===== src/design/kegf_pkg.sv =====
package kegf_pkg;

  // Width of the hold register and its value after reset.
  localparam int unsigned HOLD_W     = 16;
  localparam logic [HOLD_W-1:0] HOLD_RESET = 16'd1000;

  // Default width of the age counters.
  localparam int unsigned AGE_BITS_DEF = 16;

  // Configuration port layout: one 32-bit register at byte address 0.
  localparam int unsigned APB_DATA_W = 32;
  localparam int unsigned APB_ADDR_W = 3;
  localparam logic REG_HOLD_TICKS = 1'b0;

  // Item kinds.
  localparam logic KIND_BYTE = 1'b0;
  localparam logic KIND_TICK = 1'b1;

  // Received key codes.
  localparam logic [7:0] CODE_DIT_DOWN = 8'd1;
  localparam logic [7:0] CODE_DIT_UP   = 8'd2;
  localparam logic [7:0] CODE_DAH_DOWN = 8'd3;
  localparam logic [7:0] CODE_DAH_UP   = 8'd4;

  // Channel numbers, also the high bit of a released edge code.
  localparam logic CH_DIT = 1'b0;
  localparam logic CH_DAH = 1'b1;

  // Released edge codes are {channel, is_up}.
  localparam int unsigned EV_W = 2;

  // Results of one item: one or two released events, ev0 released first.
  typedef struct packed {
    logic [1:0]      cnt;
    logic [EV_W-1:0] ev0;
    logic [EV_W-1:0] ev1;
  } grp_t;

  // Queue between front and back.
  localparam int unsigned Q_DEPTH = 2;
  localparam int unsigned Q_PTR_W = $clog2(Q_DEPTH);
  localparam int unsigned Q_CNT_W = $clog2(Q_DEPTH + 1);

  // Queue status seen by the front and back parts.
  typedef struct packed {
    logic               full;
    logic               empty;
    logic [Q_CNT_W-1:0] count;
  } q_stat_t;

endpackage


===== src/design/kegf_in_if.sv =====
interface kegf_in_if;
  logic       valid;
  logic       ready;
  logic       kind;
  logic [7:0] code;

  modport source (output valid, output kind, output code, input ready);
  modport sink (input valid, input kind, input code, output ready);
endinterface


===== src/design/kegf_out_if.sv =====
interface kegf_out_if;
  logic       valid;
  logic       ready;
  logic [1:0] event_res;
  logic       last;

  modport source (output valid, output event_res, output last, input ready);
  modport sink (input valid, input event_res, input last, output ready);
endinterface


===== src/design/kegf_queue.sv =====
module kegf_queue (
  input  logic             clk,
  input  logic             rst_n,
  input  logic             push,
  input  kegf_pkg::grp_t   push_data,
  input  logic             pop,
  output kegf_pkg::grp_t   head,
  output kegf_pkg::q_stat_t stat
);
  import kegf_pkg::*;

  grp_t               mem_r [Q_DEPTH];
  logic [Q_PTR_W-1:0] wr_ptr_r, wr_ptr_nxt;
  logic [Q_PTR_W-1:0] rd_ptr_r, rd_ptr_nxt;
  logic [Q_CNT_W-1:0] count_r, count_nxt;
  logic               do_push, do_pop;

  assign do_push = push && (count_r != Q_CNT_W'(Q_DEPTH));
  assign do_pop  = pop && (count_r != '0);

  // Pointer and fill count update.
  always_comb begin
    wr_ptr_nxt = wr_ptr_r;
    rd_ptr_nxt = rd_ptr_r;
    count_nxt  = count_r;
    if (do_push) begin
      wr_ptr_nxt = (wr_ptr_r == Q_PTR_W'(Q_DEPTH - 1)) ? '0 : wr_ptr_r + 1'b1;
    end
    if (do_pop) begin
      rd_ptr_nxt = (rd_ptr_r == Q_PTR_W'(Q_DEPTH - 1)) ? '0 : rd_ptr_r + 1'b1;
    end
    case ({do_push, do_pop})
      2'b10:   count_nxt = count_r + 1'b1;
      2'b01:   count_nxt = count_r - 1'b1;
      default: count_nxt = count_r;
    endcase
  end

  always_ff @(posedge clk) begin
    if (!rst_n) begin
      wr_ptr_r <= '0;
      rd_ptr_r <= '0;
      count_r  <= '0;
    end else begin
      wr_ptr_r <= wr_ptr_nxt;
      rd_ptr_r <= rd_ptr_nxt;
      count_r  <= count_nxt;
    end
  end

  // Entry storage needs no reset.
  always_ff @(posedge clk) begin
    if (do_push) begin
      mem_r[wr_ptr_r] <= push_data;
    end
  end

  assign head       = mem_r[rd_ptr_r];
  assign stat.full  = (count_r == Q_CNT_W'(Q_DEPTH));
  assign stat.empty = (count_r == '0);
  assign stat.count = count_r;

endmodule


===== src/design/kegf_front.sv =====
module kegf_front #(
  parameter int unsigned AGE_BITS = kegf_pkg::AGE_BITS_DEF
) (
  input  logic                        clk,
  input  logic                        rst_n,
  input  logic [kegf_pkg::HOLD_W-1:0] hold_ticks,
  kegf_in_if.sink                     in_if,
  input  kegf_pkg::q_stat_t           q_stat,
  output logic                        push,
  output kegf_pkg::grp_t              push_data
);
  import kegf_pkg::*;

  // Compare width wide enough for both the hold value and the age.
  localparam int unsigned CW = (AGE_BITS > HOLD_W) ? AGE_BITS : HOLD_W;

  logic                act_r [2], act_nxt [2];
  logic                up_r  [2], up_nxt  [2];
  logic [AGE_BITS-1:0] age_r [2], age_nxt [2];

  logic                accept, is_tick, code_ok, sel, code_up;
  logic [CW-1:0]       hold_ext, agemax_ext, lim;
  logic [AGE_BITS-1:0] aged [2];
  logic                fl [2];
  logic                act_f [2];
  logic                rep;
  logic [EV_W-1:0]     ev_fl [2];
  logic [EV_W-1:0]     ev_rep;

  // Every item is taken while the queue has room for its results.
  assign in_if.ready = !q_stat.full;
  assign accept      = in_if.valid && in_if.ready;
  assign is_tick     = (in_if.kind == KIND_TICK);

  // Decode of the received byte.
  assign code_ok = (in_if.code >= CODE_DIT_DOWN) && (in_if.code <= CODE_DAH_UP);
  assign sel     = (in_if.code >= CODE_DAH_DOWN) ? CH_DAH : CH_DIT;
  assign code_up = (in_if.code == CODE_DIT_UP) || (in_if.code == CODE_DAH_UP);

  // Ages saturate at the smaller of hold_ticks and the counter maximum.
  assign hold_ext   = CW'(hold_ticks);
  assign agemax_ext = CW'({AGE_BITS{1'b1}});
  assign lim        = (hold_ext < agemax_ext) ? hold_ext : agemax_ext;

  // Ageing on a tick, then the expiry check for each channel.
  always_comb begin
    for (int ch = 0; ch < 2; ch++) begin
      aged[ch] = age_r[ch];
      if (is_tick && act_r[ch] && (CW'(age_r[ch]) < lim)) begin
        aged[ch] = age_r[ch] + 1'b1;
      end
      fl[ch]    = act_r[ch] && (CW'(aged[ch]) >= hold_ext);
      act_f[ch] = act_r[ch] && !fl[ch];
      ev_fl[ch] = {1'(ch), up_r[ch]};
    end
  end

  // Byte handling after the flush: store, cancel or repeat.
  always_comb begin
    for (int ch = 0; ch < 2; ch++) begin
      act_nxt[ch] = act_f[ch];
      up_nxt[ch]  = up_r[ch];
      age_nxt[ch] = aged[ch];
    end
    rep = 1'b0;
    if (!is_tick && code_ok) begin
      if (!act_f[sel]) begin
        act_nxt[sel] = 1'b1;
        up_nxt[sel]  = code_up;
        age_nxt[sel] = '0;
      end else if (code_up != up_r[sel]) begin
        act_nxt[sel] = 1'b0;
      end else begin
        rep          = 1'b1;
        age_nxt[sel] = '0;
      end
    end
  end

  assign ev_rep = {sel, up_r[sel]};

  // Pack the released edges in order: dit flush, dah flush, repeat.
  always_comb begin
    push_data.cnt = 2'({1'b0, fl[0]} + {1'b0, fl[1]} + {1'b0, rep});
    if (fl[0]) begin
      push_data.ev0 = ev_fl[0];
    end else if (fl[1]) begin
      push_data.ev0 = ev_fl[1];
    end else begin
      push_data.ev0 = ev_rep;
    end
    push_data.ev1 = (fl[0] && fl[1]) ? ev_fl[1] : ev_rep;
  end

  assign push = accept && (fl[0] || fl[1] || rep);

  always_ff @(posedge clk) begin
    if (!rst_n) begin
      for (int ch = 0; ch < 2; ch++) begin
        act_r[ch] <= 1'b0;
        up_r[ch]  <= 1'b0;
        age_r[ch] <= '0;
      end
    end else if (accept) begin
      for (int ch = 0; ch < 2; ch++) begin
        act_r[ch] <= act_nxt[ch];
        up_r[ch]  <= up_nxt[ch];
        age_r[ch] <= age_nxt[ch];
      end
    end
  end

endmodule


===== src/design/kegf_back.sv =====
module kegf_back (
  input  logic              clk,
  input  logic              rst_n,
  input  kegf_pkg::grp_t    head,
  input  kegf_pkg::q_stat_t q_stat,
  output logic              pop,
  kegf_out_if.source        out_if
);
  import kegf_pkg::*;

  logic            out_valid_r, out_valid_nxt;
  logic [EV_W-1:0] out_ev_r, out_ev_nxt;
  logic            out_last_r, out_last_nxt;
  logic            spare_valid_r, spare_valid_nxt;
  logic [EV_W-1:0] spare_ev_r, spare_ev_nxt;
  logic            out_free;

  assign out_free = !out_valid_r || out_if.ready;

  // Load the output register from the held spare event or the queue head.
  always_comb begin
    out_valid_nxt   = out_valid_r;
    out_ev_nxt      = out_ev_r;
    out_last_nxt    = out_last_r;
    spare_valid_nxt = spare_valid_r;
    spare_ev_nxt    = spare_ev_r;
    pop             = 1'b0;
    if (out_free) begin
      if (spare_valid_r) begin
        out_valid_nxt   = 1'b1;
        out_ev_nxt      = spare_ev_r;
        out_last_nxt    = 1'b1;
        spare_valid_nxt = 1'b0;
      end else if (!q_stat.empty) begin
        pop             = 1'b1;
        out_valid_nxt   = 1'b1;
        out_ev_nxt      = head.ev0;
        out_last_nxt    = (head.cnt == 2'd1);
        spare_valid_nxt = (head.cnt == 2'd2);
        spare_ev_nxt    = head.ev1;
      end else begin
        out_valid_nxt = 1'b0;
      end
    end
  end

  always_ff @(posedge clk) begin
    if (!rst_n) begin
      out_valid_r   <= 1'b0;
      spare_valid_r <= 1'b0;
    end else begin
      out_valid_r   <= out_valid_nxt;
      spare_valid_r <= spare_valid_nxt;
    end
  end

  // Beat payload needs no reset.
  always_ff @(posedge clk) begin
    out_ev_r   <= out_ev_nxt;
    out_last_r <= out_last_nxt;
    spare_ev_r <= spare_ev_nxt;
  end

  assign out_if.valid     = out_valid_r;
  assign out_if.event_res = out_ev_r;
  assign out_if.last      = out_last_r;

endmodule


===== src/design/key_edge_glitch_filter.sv =====
// Two-channel glitch filter for paddle key edge codes.
// in_if carries one beat per item: kind 0 delivers a received code byte
// (1 dit down, 2 dit up, 3 dah down, 4 dah up), kind 1 marks one time tick.
// out_if carries released edges (0 dit down, 1 dit up, 2 dah down, 3 dah up);
// last is high on the final edge caused by an item. Items that release
// nothing produce no beat.
// The front part takes one item per cycle while the queue has room, updates
// both channels and queues the item's edges; the back part sends one edge per
// cycle from its output register while the receiver is ready. An item's first
// edge passes through the queue, then the output register. With the receiver
// ready, items releasing at most one edge keep a rate of one item per cycle;
// items that each release two are held back by the single output register.
// hold_ticks sits at byte address 0 of the APB port; the user must write it
// only while the block is idle, as the block itself does not enforce this.
// Synchronous active-low reset clears both channels, the two-entry queue
// and the output register, and sets hold_ticks to 1000.
// When the receiver stalls, the queue fills and in_if.ready drops once it
// holds two items.
module key_edge_glitch_filter #(
  parameter int unsigned AGE_BITS = kegf_pkg::AGE_BITS_DEF
) (
  input  logic                            clk,
  input  logic                            rst_n,
  kegf_in_if.sink                         in_if,
  kegf_out_if.source                      out_if,
  input  logic                            psel,
  input  logic                            penable,
  input  logic                            pwrite,
  input  logic [kegf_pkg::APB_ADDR_W-1:0] paddr,
  input  logic [kegf_pkg::APB_DATA_W-1:0] pwdata,
  output logic [kegf_pkg::APB_DATA_W-1:0] prdata,
  output logic                            pready
);
  import kegf_pkg::*;

  logic [HOLD_W-1:0] hold_r, hold_nxt;
  logic              cfg_wr;
  logic              push, pop;
  grp_t              push_data, head;
  q_stat_t           q_stat;

  // Configuration register.
  assign pready = 1'b1;
  assign cfg_wr = psel && penable && pwrite && pready && (paddr[2] == REG_HOLD_TICKS);
  assign hold_nxt = cfg_wr ? pwdata[HOLD_W-1:0] : hold_r;

  always_ff @(posedge clk) begin
    if (!rst_n) begin
      hold_r <= HOLD_RESET;
    end else begin
      hold_r <= hold_nxt;
    end
  end

  assign prdata = (paddr[2] == REG_HOLD_TICKS) ? APB_DATA_W'(hold_r) : '0;

  kegf_front #(
    .AGE_BITS (AGE_BITS)
  ) u_front (
    .clk        (clk),
    .rst_n      (rst_n),
    .hold_ticks (hold_r),
    .in_if      (in_if),
    .q_stat     (q_stat),
    .push       (push),
    .push_data  (push_data)
  );

  kegf_queue u_queue (
    .clk       (clk),
    .rst_n     (rst_n),
    .push      (push),
    .push_data (push_data),
    .pop       (pop),
    .head      (head),
    .stat      (q_stat)
  );

  kegf_back u_back (
    .clk    (clk),
    .rst_n  (rst_n),
    .head   (head),
    .q_stat (q_stat),
    .pop    (pop),
    .out_if (out_if)
  );

`ifndef NO_ASSERTIONS
  // The front never pushes into a full queue.
  a_no_overflow: assert property (@(posedge clk) disable iff (!rst_n)
    push |-> !q_stat.full)
    else $error("queue push while full");

  // A queued group always carries one or two events.
  a_grp_cnt: assert property (@(posedge clk) disable iff (!rst_n)
    push |-> (push_data.cnt == 2'd1 || push_data.cnt == 2'd2))
    else $error("queued group with bad edge count");

  // A beat that is not the last of its item is followed by another beat.
  a_group_follows: assert property (@(posedge clk) disable iff (!rst_n)
    (out_if.valid && out_if.ready && !out_if.last) |=> out_if.valid)
    else $error("second edge of an item missing");

  // A register write lands in hold_ticks.
  a_cfg_write: assert property (@(posedge clk) disable iff (!rst_n)
    cfg_wr |=> (hold_r == $past(pwdata[HOLD_W-1:0])))
    else $error("hold_ticks write lost");
`endif

endmodule


===== src/flat_wrapper.sv =====
// flat-port wrapper written by rule: the top's interface ports become plain ports
module key_edge_glitch_filter_flat import kegf_pkg::*;
#(
  parameter int unsigned AGE_BITS = kegf_pkg::AGE_BITS_DEF
)
  (clk, rst_n, psel, penable, pwrite, paddr, pwdata, prdata, pready, in_if_valid, in_if_kind, in_if_code, in_if_ready, out_if_valid, out_if_event_res, out_if_last, out_if_ready);
  kegf_in_if in_if_i ();
  kegf_out_if out_if_i ();
  input  logic clk;
  input  logic rst_n;
  input  logic psel;
  input  logic penable;
  input  logic pwrite;
  input  logic [kegf_pkg::APB_ADDR_W-1:0] paddr;
  input  logic [kegf_pkg::APB_DATA_W-1:0] pwdata;
  output logic [kegf_pkg::APB_DATA_W-1:0] prdata;
  output logic pready;
  input wire logic [$bits(in_if_i.valid)-1:0] in_if_valid;
  input wire logic [$bits(in_if_i.kind)-1:0] in_if_kind;
  input wire logic [$bits(in_if_i.code)-1:0] in_if_code;
  output wire logic [$bits(in_if_i.ready)-1:0] in_if_ready;
  output wire logic [$bits(out_if_i.valid)-1:0] out_if_valid;
  output wire logic [$bits(out_if_i.event_res)-1:0] out_if_event_res;
  output wire logic [$bits(out_if_i.last)-1:0] out_if_last;
  input wire logic [$bits(out_if_i.ready)-1:0] out_if_ready;
  assign in_if_i.valid = in_if_valid;
  assign in_if_i.kind = in_if_kind;
  assign in_if_i.code = in_if_code;
  assign in_if_ready = in_if_i.ready;
  assign out_if_valid = out_if_i.valid;
  assign out_if_event_res = out_if_i.event_res;
  assign out_if_last = out_if_i.last;
  assign out_if_i.ready = out_if_ready;
  key_edge_glitch_filter #(.AGE_BITS(AGE_BITS)) u_core (.clk(clk), .rst_n(rst_n), .in_if(in_if_i), .out_if(out_if_i), .psel(psel), .penable(penable), .pwrite(pwrite), .paddr(paddr), .pwdata(pwdata), .prdata(prdata), .pready(pready));
endmodule

===== config.mk =====
export PLATFORM = sky130hd
export DESIGN_NAME = key_edge_glitch_filter_flat
export DESIGN_NICKNAME = d
export VERILOG_FILES = /design/src/design/kegf_pkg.sv /design/src/design/kegf_in_if.sv /design/src/design/kegf_out_if.sv /design/src/design/kegf_queue.sv /design/src/design/kegf_front.sv /design/src/design/kegf_back.sv /design/src/design/key_edge_glitch_filter.sv /design/src/flat_wrapper.sv
export SDC_FILE = /design/constraint.sdc
export NUM_CORES = 1
export LEC_CHECK = 0
export BUFFER_PORTS_ARGS = -buffer_cell sky130_fd_sc_hd__buf_2
export CAP_MARGIN = 20
export CORE_MARGIN = 5
export CORE_UTILIZATION = 58
export DETAILED_ROUTE_END_ITERATION = 6
export PLACE_DENSITY = 0.81
export SLEW_MARGIN = 20
export SYNTH_ARGS = -nofsm -noshare
export SYNTH_HDL_FRONTEND = slang
export SYNTH_SLANG_ARGS = --single-unit

===== constraint.sdc =====
create_clock -name clk -period 6.1 [get_ports clk]
set_input_delay 1.22 -clock clk [delete_from_list [all_inputs] [get_ports clk]]
set_output_delay 1.22 -clock clk [all_outputs]
set_load 0.01 [all_outputs]

* After elaboration in Yosys (flattened, before gate mapping)
Memories as Yosys holds them, arrays and structs flattened. A register that Yosys moved wholly into a read port is not among the register bits.
Cells that the tools add are included.
W data, S select, Z words.
** Operators by class
- Add/subtract/negate cells :: 8
- Magnitude comparators :: 10
- Equality and inequality tests :: 10
- Multiplexer cells :: 53
- Bitwise operators :: 15
- Reductions and logical operators :: 33
** Operators by type and width (number)
- $mux W16 :: 7
- $mux W32 :: 3
- $add A16 B1 Y16 const B :: 2
- $and A32 B32 Y32 :: 1
- $ge A16 B16 Y1 :: 2
- $lt A16 B16 Y1 :: 2
- $not A32 Y32 :: 1
- $mux W1 :: 29
- $mux W2 :: 10
- $logic_and A1 B1 Y1 :: 19
- $demux W16 S1 :: 1
- $lt A16 B16 Y1 const B :: 1
- $eq A8 B2 Y1 const B :: 1
- $eq A8 B3 Y1 const B :: 1
- $ge A8 B1 Y1 const B :: 1
- $ge A8 B2 Y1 const B :: 1
- $le A8 B3 Y1 const B :: 1
- $eq A2 B2 Y1 const B :: 3
- $or A1 B1 Y1 :: 6
- $logic_not A1 Y1 :: 5
- $eq A2 B1 Y1 const B :: 2
- $logic_or A1 B1 Y1 :: 4
- $pmux W2 S2 :: 1
- $reduce_bool A2 Y1 :: 2
- 20 further kinds :: 23
** Word-level totals
- Flip-flop bits (word level) :: 27
- Memory bits (writable) :: 48
- Input port bits :: 51
- Output and inout port bits :: 38
- Word-level logic and storage cells :: 142
- Memories kept :: 4
** Memories
- u_core.u_front.age_r :: words 2, width 16, read ports 2, clocked after memory_dff 0, wr ports 2, line kegf_front.sv:19 : logic [AGE_BITS-1:0] age_r [2], age_nxt [2];
- u_core.u_queue.mem_r :: words 2, width 6, read ports 1, clocked after memory_dff 1, wr ports 1, line kegf_queue.sv:12 : grp_t mem_r [Q_DEPTH];
- u_core.u_front.act_r :: words 2, width 1, read ports 2, clocked after memory_dff 0, wr ports 2, line kegf_front.sv:17 : logic act_r [2], act_nxt [2];
- u_core.u_front.up_r :: words 2, width 1, read ports 3, clocked after memory_dff 0, wr ports 2, line kegf_front.sv:18 : logic up_r [2], up_nxt [2];

* Longest topological paths before layout
Gate-level depths: netlist of the first run.
- Word-level depth :: 19
- Gate-level depth with buffers :: 23
- Mapped depth without buffers :: 22

* Hierarchy
A second synthesis of the first run with hierarchy kept.
** Second synthesis, totals
- Cell total of the unflattened synthesis :: 625
- Area, all modules :: 5865.6 um^2
** Modules (own cells, without submodules)
- kegf_front :: instances 1, cells each 453, area each 3978.8 um^2, seq. area each 1081.0 um^2
- key_edge_glitch_filter :: instances 1, cells each 106, area each 937.1 um^2, seq. area each 320.3 um^2
- kegf_queue :: instances 1, cells each 46, area each 659.4 um^2, seq. area each 460.4 um^2
- kegf_back :: instances 1, cells each 20, area each 290.3 um^2, seq. area each 190.2 um^2

* Least setup slack after synthesis of the first run
Ideal clock, no wire load.
- Path kind :: input to register
- Start :: input in_if_kind
- End :: register u_core.u_queue.count_r[1]
- Arrival time :: 4.874 ns
- Path slack :: 1.155 ns
- Stages on the path :: 18
- Path buffers :: 1
- Cells stage by stage :: nand2_1 > nor2_1 > o211ai_1 > clkbuf_1 > nor4_1 > xnor2_1 > ha_1 > a21o_1 > a21o_1 > a2111oi_0 > a21oi_1 > nor3b_1 > o21a_1 > inv_1 > a21o_1 > ha_1 > or3_1 > a21oi_1
** On the way
- Word-level cells in the longest chain between the ends :: 17
** Ends and longest elaborated chain
- start: declaration :: line flat_wrapper.sv:19 : input wire logic [$bits(in_if_i.kind)-1:0] in_if_kind;
- $logic_and A1 B1 Y1 (2 in series) :: line kegf_front.sv:49 : if (is_tick && act_r[ch] && (CW'(age_r[ch]) < lim)) begin
- $mux W16 :: line kegf_front.sv:49
- $ge A16 B16 Y1 :: line kegf_front.sv:52 : fl[ch] = act_r[ch] && (CW'(aged[ch]) >= hold_ext);
- $logic_and A1 B1 Y1 :: line kegf_front.sv:52
- $logic_not A1 Y1 :: line kegf_front.sv:53 : act_f[ch] = act_r[ch] && !fl[ch];
- $logic_and A1 B1 Y1 :: line kegf_front.sv:53
- $mux W1 (not written as such) (3 in series) :: line kegf_front.sv:67 : if (!act_f[sel]) begin
- $mux W1 :: line kegf_front.sv:67
- $mux W1 :: line kegf_front.sv:66 : if (!is_tick && code_ok) begin
- $logic_or A1 B1 Y1 * :: line kegf_front.sv:95 : assign push = accept && (fl[0] || fl[1] || rep);
- $logic_and A1 B1 Y1 * :: line kegf_front.sv:95
- $logic_and A1 B1 Y1 * :: line kegf_queue.sv:18 : assign do_push = push && (count_r != Q_CNT_W'(Q_DEPTH));
- $eq A2 B1 Y1 or $eq A2 B2 Y1 (tied branches) :: line kegf_queue.sv:32 : case ({do_push, do_pop})
- $pmux W2 S2 or $reduce_bool A2 Y1 (tied branches)
- end signal: assignment :: line kegf_queue.sv:47 : count_r <= count_nxt;
- end: declaration :: line kegf_queue.sv:15 : logic [Q_CNT_W-1:0] count_r, count_nxt;
Mark *: on every way between the ends. The rest lies on a longest branch, timed or not. The select of a mux whose other input is x is not followed.
A chain may end at the register's enable or synchronous reset.

==> results.md, run 1 <==
* Critical path class: reg2reg
* Power per cell area at 262 nW/um^2
* # hold bufs at CTS at 0
* Fillers at 808
* Top cells by area, synth: edfxtp_1, ha_1, dfxtp_1, nand2_1, nor2b_1
* Diodes inserted at 0
* Die width at between 100 and 150 um
* Yosys Warn Count at 0
* CP Max Fanout at 9
* IO Count at 89
* Core ar. at ~9600 um^2
* Final core utilization at ~64%
* Beginning of the worst hold path: u_core.hold_r[1]$_SDFFE_PN0P_
* Post-synth EDFFs at 53
* Number of synthesized register bits at 76
* Setup_tns at 0 ns
* Crit path cell chain: ha_1 -> nand4_1 -> or2_2 -> a31oi_1 -> nor4_1 -> xnor2_1 -> ha_1 -> a21o_1 -> a21o_1 -> a2111oi_0 -> buf_4 -> a21oi_1 -> nor3b_1 -> o21a_1 -> inv_1 -> a21o_1 -> ha_1 -> or3_1 -> a21oi_1
* CTS tree: built
* Worst Setup End Kind: flip-flop
* M2 GR Usage at 41.6%
* Antenna Nets Post-Route at 0
* Relative slew slack at around 38%
* Fin Clk Skew at approximately 0.0048 ns
* RSZ-0062 raised after global routing: false
* GR Util met1 at 30.6%
* First-pass GRT wire length at roughly 22,000 um
* Vias per cell at 5.96
* Top Usage Layer GRT: met2
* Fraction of layout cells with a size suffix above 1 at ~14%
* Max_cap viols at 0
* Top FF cell, synth: edfxtp_1
* Netlist cell types at between 60 and 70
* GP Congestion at between 0.9 and 1
* Via count at 4,788
* Hold crit path type: reg2reg
* Crit path required time at about 6.4 ns
* Dpl hpwl at ~10,000 um
* Total grt overflow at 0
* Layout Nets at between 700 and 800
* Crit share post-route at 91.5%
* Top cells by count, synth: ha_1, nand2_1, edfxtp_1, inv_1, nor2_1
* Site Rows at 36
* Initial Util at between 50% and 60%
* Initial antenna violation count at 0
* Clock root cell: clkbuf_8
* Vias in the first global route at 4,616
* Most numerous cell in the Yosys netlist: ha_1
* Final wirelength at 13,600 um
* # clock sinks at between 70 and 80
* Clock transition at the registers of the reported paths at roughly 0.090 ns
* Residual DRC at 0
* Post-synth ARST share at 0%
* P&R area growth vs syn at 9.83%
* Port-buffer cells at 53
* Post-synthesis sequential area ratio at a little over a third
* R2r startpoint: u_core.u_front.age_r[0][29]$_SDFFCE_PN0P_
* Yosys top cell by area: edfxtp_1
* Mapped Area at 5630 um^2
* Crit path from: u_core.u_front.age_r[0][29]$_SDFFCE_PN0P_
* Worst skew pair latency at 0.37 ns
* Total iterations of the first detailed-routing run at 5
* Global-route usage over all layers at around 24%
* Post-CTS setup buffers at 0
* Flip-flop and latch area at 2050 um^2
* Maximum root-to-sink buffer count at 2
* Final setup violation count at 0
* Final hold vios at 0
* Htree depth at 3
* Total power at between 0.0015 and 0.002 W
* Fin crit period at ~5.6 ns
* Detailed Route Iter0 Violations at ~350
* Post-Synthesis Cells at 614
* Syn avg cell area at ~9 um^2
* Worst Setup Start Kind: flip-flop
* Largest net degree at the start of global routing at 23
* Leakage at around 2.6 nW
* Post-synth top area share at about 28%
* Tightest Pin Transition at slightly above 0.9 ns
* Die area at about 12,000 um^2
* Met3 usage at under 10%
* DR WL/cell at between 15 and 20 um
* Post_cts resized at 0
* Arr. time, crit path at between 5 and 6 ns
* Multi-input combinational cell area at roughly 3300 um^2
* TritonCTS Buffers at 9
* Status: finished, final reports clean
* VDD IR max at 151 uV
* Die H at roughly 110 um
* Max stage delay on crit path at about 0.6 ns
* Slew Limit Fails at 0
* Max Clock Freq at roughly 180 MHz
* CP max stage cell: a2111oi_0
==> state kept, by name, summed over array words and instances (netlist names), named ones only <==
name / count
u_core.u_queue.rd_ptr_r: 1
u_core.u_back.spare_ev_r: 2
u_core.u_queue.mem_r: 12
u_core.u_front.age_r: 32
u_core.hold_r: 16
u_core.u_back.spare_valid_r: 1
u_core.u_back.out_if.event_res: 2
u_core.u_back.out_if.last: 1
u_core.u_back.out_if.valid: 1
u_core.u_queue.count_r: 2
u_core.u_front.act_r: 2
u_core.u_front.up_r: 2
u_core.u_queue.wr_ptr_r: 1
==> where the power goes <==
part	leakage, nW	internal, W	switching (W)
registers	0.740	0.000654	0.0000785
clock network	0.101	0.000195	0.000214
logic	1.76	0.000202	0.000276
==> critical path: cells and delay by family, from the launching register on <==
family	cells	cell delay (ns)
compound gates	8	2.15
flops	1	0.46
buf+inv	2	0.32
xor+xnor	1	0.27
simple gates	5	1.33
fa+ha+maj	3	0.97
==> layer usage <==
metal / up-vias / part of all wire, %
met5: - / 0
met4: 0 / 2.7
met3: 37 / 6.4
met2: 179 / 49
met1: 2265 / 42
li1: 2307 / -
==> cells by family after synthesis <==
| group | synth area share (%) |
|---|---|
| AO/OA/AOI/OAI | 15.0 |
| other | 0.134 |
| XOR/XNOR | 4.83 |
| buffers and inverters | 6.63 |
| flip-flops | 36.5 |
| multiplexers | 1.73 |
| adder cells (fa/ha/maj) | 14.7 |
| AND/OR/NAND/NOR | 20.5 |
==> layout by cell type (no fill, tap or decap), types with 4 or more instances in the layout <==
master / synthesis / layout
dfxtp_1: 23 / 23
conb_1: 2 / 17
nand4_1: 15 / 15
a211o_1: 4 / 4
nand3_1: 12 / 12
xor2_1: 15 / 15
nor4_1: 8 / 8
o2111ai_1: 6 / 6
inv_6: 0 / 4
o21a_1: 4 / 4
edfxtp_1: 53 / 53
a21o_1: 16 / 16
nor2_1: 43 / 43
clkbuf_8: 0 / 9
xnor2_1: 16 / 16
nor2b_1: 33 / 33
mux2_2: 6 / 6
nand2_1: 59 / 59
ha_1: 61 / 61
o21ai_0: 10 / 10
nor3_1: 27 / 27
buf_2: 4 / 53
a21oi_1: 33 / 33
o211ai_1: 17 / 17
a211oi_1: 6 / 6
nand2b_1: 6 / 6
buf_4: 17 / 9
inv_1: 43 / 43
or2_2: 5 / 5
==> stage by stage <==
| stage | hold slack, ns | instances | worst slack [ns] | cell area, um^2 |
|---|---|---|---|---|
| final | 0.460 | 803 | 0.516 | 6180 |
| after floorplan | 0.436 | 629 | 1.15 | 5680 |
| after CTS | 0.464 | 803 | 0.559 | 6180 |
| after detailed placement | 0.452 | 787 | 0.412 | 5970 |
| after global routing | 0.484 | 803 | 0.173 | 6180 |
| after global placement | 0.446 | 786 | 0.569 | 5970 |
==> path summary, 6_finish.rpt <==
kind                                            end  slack (ns)  depth (start not counted)
max          u_core.u_queue.count_r[1]$_SDFFE_PN0P_        0.52                         19
min                   u_core.hold_r[1]$_SDFFE_PN0P_        0.46                          2
max reg2reg  u_core.u_queue.count_r[1]$_SDFFE_PN0P_        0.52                         19
min reg2reg           u_core.hold_r[1]$_SDFFE_PN0P_        0.46                          2
==> cell type report <==
cell class	count	area share (%)
clock inverters	7	1.32
well taps	133	2.69
repair buffers	62	5.39
flip-flops and latches	76	33.2
multi-input cells	472	52.7
inverters	44	2.67
clock buffers	9	2.00
(Power assumes the default switching activity.)
==> inputs of run 2 (changes only) <==
==> constraint.sdc (replaced) <==
create_clock -name clk -period 6.1 [get_ports clk]
set_input_delay 0.305 -clock clk [delete_from_list [all_inputs] [get_ports clk]]
set_output_delay 0.305 -clock clk [all_outputs]
set_load 0.01 [all_outputs]
==> results.md, run 2 (synthesized netlist as in run 1, its figures left out) <==
* Arr. time, crit path at 6.09 ns (+0.22 ns)
* Crit path required time at 6.39 ns (about the same)
* Final hold vios at 0 (unchanged)
* CTS tree: built
* Residual DRC at 1 (+1)
* Fin crit period at 5.80 ns (+0.219 ns)
* Final wirelength at 14,000 um (+3.2%)
* Maximum root-to-sink buffer count at 2 (unchanged)
* Power per cell area at 269 nW/um^2 (+2.6%)
* Critical path class: reg2reg
* # hold bufs at CTS at 0 (unchanged)
* Die width at 108 um (unchanged)
* Max FFs per register at 32 (unchanged)
* VDD IR max at 150 uV (-1.1%)
* Min-Delay Path Depth at 3 (+1)
* Fillers at 805 (-0.37%)
* P&R area growth vs syn at 10.1%
* Worst skew pair latency at 0.37 ns (about the same)
* Vias per cell at 6.04 (+1.4%)
* Tightest Pin Transition at 0.907 ns (-0.0240 ns)
* Worst Setup End Kind: flip-flop
* Die area at 11,800 um^2 (unchanged)
* Worst Slack Setup Final at 0.297 ns (-0.219 ns)
* Antenna Nets Post-Route at 0 (unchanged)
* Detailed Route Iter0 Violations at 373 (+7.5%)
* Biggest regs: u_core.u_front.age_r x32, u_core.hold_r x16, u_core.u_queue.mem_r x12
* Max Clock Freq at 172 MHz (-3.8%)
* Dpl hpwl at 10,500 um (+0.60%)
* Via count at 4,847 (+1.2%)
* Beginning of the worst hold path: pwdata[5]
* Clock root cell: clkbuf_8
* Fin Clk Skew at 0.00908 ns (+0.00424 ns)
* Failing checks: DRC
* Slew Limit Fails at 0 (unchanged)
* Multi-input combinational cell area at 3260 um^2 (unchanged)
* R2r startpoint: u_core.u_front.age_r[0][26]$_SDFFCE_PN0P_
* Htree depth at 3 (unchanged)
* CP Max Fanout at 9 (unchanged)
* Place WS at 0.452 ns (+0.0399 ns)
* Fraction of layout cells with a size suffix above 1 at 14.2% (-0.13 points)
* Diodes inserted at 0 (unchanged)
* IO Count at 89 (unchanged)
* Die H at 108 um (unchanged)
* Global-route usage over all layers at 24.4% (about the same)
* DR WL/cell at 17.5 um (+3.3%)
* R2r setup slk at 0.30 ns (-0.22 ns)
* Layout Nets at 777 (-0.13%)
* Most frequent cells in the layout: ha_1, nand2_1, buf_2, edfxtp_1
* Leakage at 2.61 nW (+0.36%)
* Initial antenna violation count at 0 (unchanged)
* Core ar. at 9590 um^2 (unchanged)
* Crit share post-route at 95.1% (+3.6 points)
* GP Congestion at 0.986 (-1.2%)
* Total iterations of the first detailed-routing run at 7 (+2)
* Initial Util at 58.6% (unchanged)
* Site Rows at 36 (unchanged)
* Relative slew slack at 38.0% (+0.085 points)
* Status: finished with violations
* Largest Register: u_core.u_front.age_r
* Port-buffer cells at 53 (unchanged)
* Final setup violation count at 0 (unchanged)
* TritonCTS Buffers at 9 (unchanged)
* Worst Setup Start Kind: flip-flop
* Reg2Reg Capture Point: u_core.u_queue.count_r[1]$_SDFFE_PN0P_
* Clock transition at the registers of the reported paths at 0.09 ns (about the same)
* Total power at 0.00167 W (+2.9%)
* Flip-flop and latch area at 2050 um^2 (unchanged)
* # clock sinks at 76 (unchanged)
* Hold crit path type: in2reg
* Post_cts resized at 0 (unchanged)
* Largest net degree at the start of global routing at 23 (unchanged)
* First-pass GRT wire length at 22,200 um (-0.12%)
* Total grt overflow at 0 (unchanged)
* Min-Delay Endpoint: u_core.hold_r[5]$_SDFFE_PN1P_
* Vias in the first global route at 4,536 (-1.7%)
* Max_cap viols at 0 (unchanged)
* RSZ-0062 raised after global routing: false
* Setup_tns at 0 ns (unchanged)
* Most common cell after layout, fill and taps aside: ha_1
* Post-CTS setup buffers at 0 (unchanged)
* R2R depth at 19 (unchanged)
## run 2: layout make-up
type / instances / area share, %
inverters: 44 / 2.67
multi-input cells: 472 / 52.6
clock inverters: 7 / 1.68
well taps: 133 / 2.69
clock buffers: 9 / 2.00
flip-flops and latches: 76 / 33.1
repair buffers: 61 / 5.25
## run 2: how the worst max path moves through the flow
stage,from,endpoint
3_3_place_gp,u_core.u_front.age_r[0][29]$_SDFFCE_PN0P_,u_core.u_queue.count_r[1]$_SDFFE_PN0P_
2_1_floorplan,u_core.u_front.age_r[0][21]$_SDFFCE_PN0P_,u_core.u_queue.count_r[1]$_SDFFE_PN0P_
6_report,u_core.u_front.age_r[0][26]$_SDFFCE_PN0P_,u_core.u_queue.count_r[1]$_SDFFE_PN0P_
3_5_place_dp,u_core.u_front.age_r[0][30]$_SDFFCE_PN0P_,u_core.u_queue.count_r[1]$_SDFFE_PN0P_
4_1_cts,u_core.u_front.age_r[0][26]$_SDFFCE_PN0P_,u_core.u_queue.count_r[1]$_SDFFE_PN0P_
5_1_grt,u_core.u_front.age_r[0][28]$_SDFFCE_PN0P_,u_core.u_queue.count_r[1]$_SDFFE_PN0P_
## run 2: routing by layer
layer | track usage [%] | up-vias | wire (um)
li1 | - | 2299 | -
met1 | 30.6 | 2285 | 5750
met2 | 41.1 | 231 | 6820
met3 | 5.31 | 32 | 1130
met4 | 8.93 | 0 | 329
met5 | 0 | - | 0
## run 2: where the power goes
group	leakage, nW	internal [W]	switching [W]	total (W)
Clock	0.115	0.000237	0.000212	0.000449
Sequential	0.740	0.000654	0.0000786	0.000733
Combinational	1.75	0.000201	0.000284	0.000485
Total	2.61	0.00109	0.000574	0.00167
## run 2: through the flow
stage                     instance area [um^2]  util [%]  hold WS [ns]  cells
after floorplan                           5680         -         0.436    629
after global placement                    5970      62.2         0.447    786
after detailed placement                  5970      62.2         0.451    786
after CTS                                 6190      64.6         0.155    802
after global routing                      6190      64.6         0.160    802
final                                     6190      64.6         0.159    802
## run 2: critical path: stages (launching register included)
cell,delay [ns]
edfxtp_1,0.51
ha_1,0.35
nand4_1,0.09
or2_2,0.31
a31oi_1,0.67
buf_4,0.29
nor4_1,0.08
xor2_1,0.16
ha_1,0.32
a21oi_1,0.14
nor2_1,0.05
a2111oi_0,0.80
a21oi_1,0.28
nor3b_1,0.34
o21a_1,0.19
inv_1,0.09
a21o_1,0.19
ha_1,0.34
or3_1,0.36
a21oi_1,0.14
